File: config.mk
export PLATFORM = sky130hd
export DESIGN_NAME = salc_front
export DESIGN_NICKNAME = d
export VERILOG_FILES = /design/src/hdl/salc_pkg.sv /design/src/hdl/salc_front.sv
export SDC_FILE = /design/constraint.sdc
export NUM_CORES = 1
export LEC_CHECK = 0
export BUFFER_PORTS_ARGS = -buffer_cell sky130_fd_sc_hd__buf_2
export CAP_MARGIN = 0
export CELL_PAD_IN_SITES_DETAIL_PLACEMENT = 1
export CELL_PAD_IN_SITES_GLOBAL_PLACEMENT = 2
export CORE_ASPECT_RATIO = 0.7
export CORE_MARGIN = 3
export CORE_UTILIZATION = 33
export DETAILED_ROUTE_END_ITERATION = 6
export PLACE_DENSITY = 0.77
export RECOVER_POWER = 100
export SETUP_SLACK_MARGIN = 0.15
export SLEW_MARGIN = 20
export SYNTH_ARGS = -nofsm -noshare
export SYNTH_HDL_FRONTEND = slang
export SYNTH_SLANG_ARGS = --single-unit
File: constraint.sdc
create_clock -name clk -period 1.8 [get_ports clk]
set_input_delay 0.18 -clock clk [delete_from_list [all_inputs] [get_ports clk]]
set_output_delay 0.18 -clock clk [all_outputs]
set_load 0.01 [all_outputs]
File: src/hdl/salc_pkg.sv
// ----------------------------------------------------------------------------
// Cache tag controller package
// Shared types and constants, among them the address field widths, for the
// set-associative cache tag and metadata controller.
// ----------------------------------------------------------------------------
package salc_pkg;

  localparam int SETS             = 64;
  localparam int WAYS             = 4;
  localparam int ADDR_W           = 32;
  localparam int LINE_OFFSET_BITS = 6;

  localparam int IDX_W   = $clog2(SETS);
  localparam int WAY_W   = 2;
  localparam int TAG_W   = ADDR_W - LINE_OFFSET_BITS - IDX_W;
  localparam int LRU_W   = 2;
  localparam int EADDR_W = 26;
  localparam int CFG_IDX_W = 2;
  localparam int CFG_DAT_W = 2;

  // Request kinds.
  localparam logic [1:0] KIND_READ    = 2'd0;
  localparam logic [1:0] KIND_WRITE   = 2'd1;
  localparam logic [1:0] KIND_LOCK    = 2'd2;
  localparam logic [1:0] KIND_RELEASE = 2'd3;

  // Outcomes.
  localparam logic [1:0] OUT_HIT     = 2'd0;
  localparam logic [1:0] OUT_FILL    = 2'd1;
  localparam logic [1:0] OUT_IGNORED = 2'd2;

  // Configuration register indexes.
  localparam logic [CFG_IDX_W-1:0] CFG_FILL_LRU  = 2'd0;
  localparam logic [CFG_IDX_W-1:0] CFG_WT_MODE   = 2'd1;
  localparam logic [CFG_IDX_W-1:0] CFG_MAX_LOCKS = 2'd2;

  // Classified request handed from front to back.
  typedef struct packed {
    logic [1:0]       kind;
    logic [IDX_W-1:0] set;
    logic [TAG_W-1:0] tag;
  } req_t;

  // One result item.
  typedef struct packed {
    logic [1:0]         outcome;
    logic [WAY_W-1:0]   used_way;
    logic               lock_result;
    logic               evict_dirty;
    logic [EADDR_W-1:0] evict_line_address;
    logic               write_through_issued;
  } rsp_t;

endpackage

File: src/hdl/salc_front.sv
// ----------------------------------------------------------------------------
// Cache tag controller front end
// Accepts requests, splits the address into set and tag and pushes the
// classified request into a two-entry queue toward the back end.
// ----------------------------------------------------------------------------
module salc_front (
  input  logic                 clk,
  input  logic                 rst_n,
  input  logic                 in_push,
  output logic                 in_full,
  input  logic [1:0]           in_kind,
  input  logic [31:0]          in_address,
  output logic                 req_valid,
  output salc_pkg::req_t       req,
  input  logic                 req_take
);

  salc_pkg::req_t q_r [2];
  logic           rd_ptr_r, rd_ptr_nxt;
  logic           wr_ptr_r, wr_ptr_nxt;
  logic [1:0]     cnt_r, cnt_nxt;
  logic           do_push;
  logic           do_pop;
  salc_pkg::req_t new_req;

  // Address split.
  always_comb begin
    new_req.kind = in_kind;
    new_req.set  = in_address[salc_pkg::LINE_OFFSET_BITS +: salc_pkg::IDX_W];
    new_req.tag  = in_address[salc_pkg::ADDR_W-1 -: salc_pkg::TAG_W];
  end

  assign in_full   = (cnt_r == 2'd2);
  assign do_push   = in_push && !in_full;
  assign req_valid = (cnt_r != 2'd0);
  assign do_pop    = req_valid && req_take;
  assign req       = q_r[rd_ptr_r];

  // Queue pointers.
  always_comb begin
    rd_ptr_nxt = rd_ptr_r ^ do_pop;
    wr_ptr_nxt = wr_ptr_r ^ do_push;
    cnt_nxt    = cnt_r + {1'b0, do_push} - {1'b0, do_pop};
  end

  always_ff @(posedge clk) begin
    if (!rst_n) begin
      rd_ptr_r <= 1'b0;
      wr_ptr_r <= 1'b0;
      cnt_r    <= 2'd0;
    end else begin
      rd_ptr_r <= rd_ptr_nxt;
      wr_ptr_r <= wr_ptr_nxt;
      cnt_r    <= cnt_nxt;
    end
  end

  // Queue storage.
  always_ff @(posedge clk) begin
    if (do_push) begin
      q_r[wr_ptr_r] <= new_req;
    end
  end

endmodule

==> results.txt <==
Seq/Total Area, Yosys: 74.6%
mux cell area share after synthesis: 17.2%
Critical Path AT: 1450 ps
deepest clock path buffer count: 2
Total Routing Usage GR: 11.3%
Max Freq: 614 MHz
grt ovf: 0
switching portion of total power: 26.9%
vias in the first global route: 1359
clock root cell: clkbuf_8
design area: 0.00289 mm^2
P_leak: 1.06 nW
cts hold-fix bufs: 0
max_cap viols: 0
register area: 0.00178 mm^2
P_sw: 0.00105 W
postcts setup bufs: 0
first-pass GRT wire length: 6780 um
WL final: 4500 um
clk_lat worst skew: 330 ps
clock share of power: 27.9%
final weighted congestion in routability-driven placement: 0.647
nature of the critical path endpoint: primary output
share of cells above drive strength 1: 34.9%
Power Dens Cells: 1350 mW/mm^2
Data required, critical path: 1620 ps
core area: 0.00688 mm^2
final hold violation count: 0
flops & latches, synth: 61
setup violators final: 0
Synth Area in XOR/XNOR: 0.942%
die area: 0.00832 mm^2
Slew HR: 78.3%
initial antenna violation count: 0
largest family of logic cells by synthesized area: multiplexers
DP Wirelength: 3280 um
clock skew: 3.92 ps
Seq pwr share: 47.7%
YS warnings: 0
synth top area cells: edfxtp_1 70%, mux2_4 13%, dfxtp_1 4.2%, mux2_2 3.8%, ha_1 2.1%
Int Power: 0.00286 W
Yosys top cell area share: 70.4%
Synth Net Count: 154
Residual DRC: 0
Multi-input gate area: 482 um^2
number of vias per cell: 4.25
Fin Setup TNS: 0 ps
initial DRC count: 38
cell count after synthesis: 112
starting density of the core: 34.7%
Avg Inst Size Synth: 21.3 um^2
WS Path Type: reg2out
largest net degree at the start of global routing: 17
H-Tree Depth: 3
number of I/O port buffers: 61
CTS tree: done
Horiz. Die Dim: 108 um
crit share post-route: 90.5%
most area-hungry cell type in the Yosys netlist: edfxtp_1
HP Class: in2reg
DR pass1 iterations: 4
Adder-Cell Fraction of Synth Area: 2.09%
NumNets Final: 229
Placed Instance Area: 0.00281 mm^2
number of inserted diodes: 0
Cell variety after synth: 18
startpoint types: register
area delta synth->final: 20.8%
final slew viol count: 0
RSZ-0062 raised after global routing: yes
Period minus WS final: 1630 ps
Clock Pin Slew Worst Setup and Hold Paths: 60 ps
CP max FO: 15
detailed-route via count: 1216
row cnt: 25
simple-gate area share of the yosys netlist: 2.30%
TritonCTS Sinks: 61
IO Pins: 68
slew at the pin closest to its max-slew limit: 325 ps
number of clock buffers inserted by TritonCTS: 9
ANT nets after route: 0
mapped cell area: 0.00239 mm^2
wire length per cell: 15.7 um
Die Y: 77.2 um
post-synthesis compound-gate area fraction: 0.314%
Worst VDD drop: 530 uV
status: finished, final reports clean
Fill cells: 726
Comb power frac: 24.3%
worst paths after layout:
check | startpoint | endpoint | slack [ps] | depth (start not counted)
worst max-delay path | register | req[17] | 170 | 3
worst min-delay path | in_address[25] | q_r[0][13] | 40 | 1
worst max register to register | cnt_r[1] | q_r[0][4] | 190 | 4
worst min register to register | rd_ptr_r | rd_ptr_r | 490 | 2
power groups by stage:
stage               Sequential [W]  Clock, W  Combinational (W)
floorplan                  0.00188         0           0.000790
global placement           0.00188         0            0.00107
detailed placement         0.00190         0            0.00112
CTS                        0.00188   0.00114            0.00112
global route               0.00189   0.00121            0.00105
finish                     0.00187   0.00109           0.000951
layout make-up:
class	count	share of cell area, %
multi-input cells	45	16.7
inverters	3	0.390
well taps	94	4.07
flip-flops and latches	61	61.7
clock inverters	6	1.86
repair buffers	67	10.9
clock buffers	10	4.42
cell families (layout without fill, tap and decap cells):
| logic type | Yosys count | count (layout) |
|---|---|---|
| multiplexers | 30 | 30 |
| adder cells (fa/ha/maj) | 4 | 4 |
| AND/OR/NAND/NOR | 9 | 9 |
| XOR/XNOR | 1 | 1 |
| flip-flops | 61 | 61 |
| buffers and inverters | 6 | 86 |
| AO/OA/AOI/OAI | 1 | 1 |
synthesized netlist by cell type:
| master | instances |
|---|---|
| mux2_2 | 8 |
| nand2_1 | 2 |
| ha_1 | 4 |
| nand2b_1 | 1 |
| buf_12 | 2 |
| or2b_1 | 1 |
| dfxtp_1 | 5 |
| inv_1 | 3 |
| nor2b_1 | 1 |
| or2_2 | 1 |
| buf_6 | 1 |
| mux2i_1 | 2 |
| xnor3_1 | 1 |
| mux2_4 | 20 |
| and2_1 | 2 |
| nor2b_2 | 1 |
| edfxtp_1 | 56 |
| o21a_1 | 1 |
registers in the layout (all words and copies together) (netlist names), named ones only:
register	count
cnt_r	2
q_r	56
rd_ptr_r	1
wr_ptr_r	1
layout by cell type (no fill, tap or decap):
cell / n
and2_0: 2
dfxtp_1: 5
mux2i_1: 2
buf_4: 1
mux2_4: 3
nand2b_1: 1
mux2_2: 8
buf_2: 36
clkinv_2: 1
edfxtp_1: 56
clkbuf_2: 2
inv_1: 3
mux2_1: 17
nand2_1: 2
clkinvlp_4: 1
or2b_1: 1
ha_1: 4
or2_2: 1
o21a_1: 1
nor2b_1: 1
nor2b_2: 1
clkbuf_4: 3
bufinv_16: 1
clkbuf_1: 26
xnor3_1: 1
clkinv_1: 3
clkbuf_8: 9
timing repair:
item	4_1_cts	5_1_grt
pin swaps	0	0
cloned	0	0
gates resized for setup	0	1
endpoints found under the setup margin	2	11
routing by layer:
layer / routed length, um / track usage, % / vias up
met5: 0 / 0 / -
met2: 2380 / 19.2 / 42
li1: - / - / 576
met4: 57 / 4.54 / 0
met1: 1760 / 11.3 / 592
met3: 304 / 6.39 / 6
per-stage QoR:
step           util (%)  hold WS (ps)  instances  setup slack, ps  power, W
2_1_floorplan         -           279        112             49.3   0.00267
3_3_place_gp       40.8           369        270              347   0.00296
3_5_place_dp       40.8           372        270              267   0.00302
4_1_cts            43.4          14.8        286              141   0.00413
5_1_grt            42.0          7.46        286             59.2   0.00414
6_report           42.0          41.9        286              172   0.00391
critical path, stage by stage (launching register included):
cell	delay [ps]
dfxtp_1	330
clkbuf_4	280
mux2_1	360
buf_2	150
No activity file was read; power rests on OpenSTA's default activity.
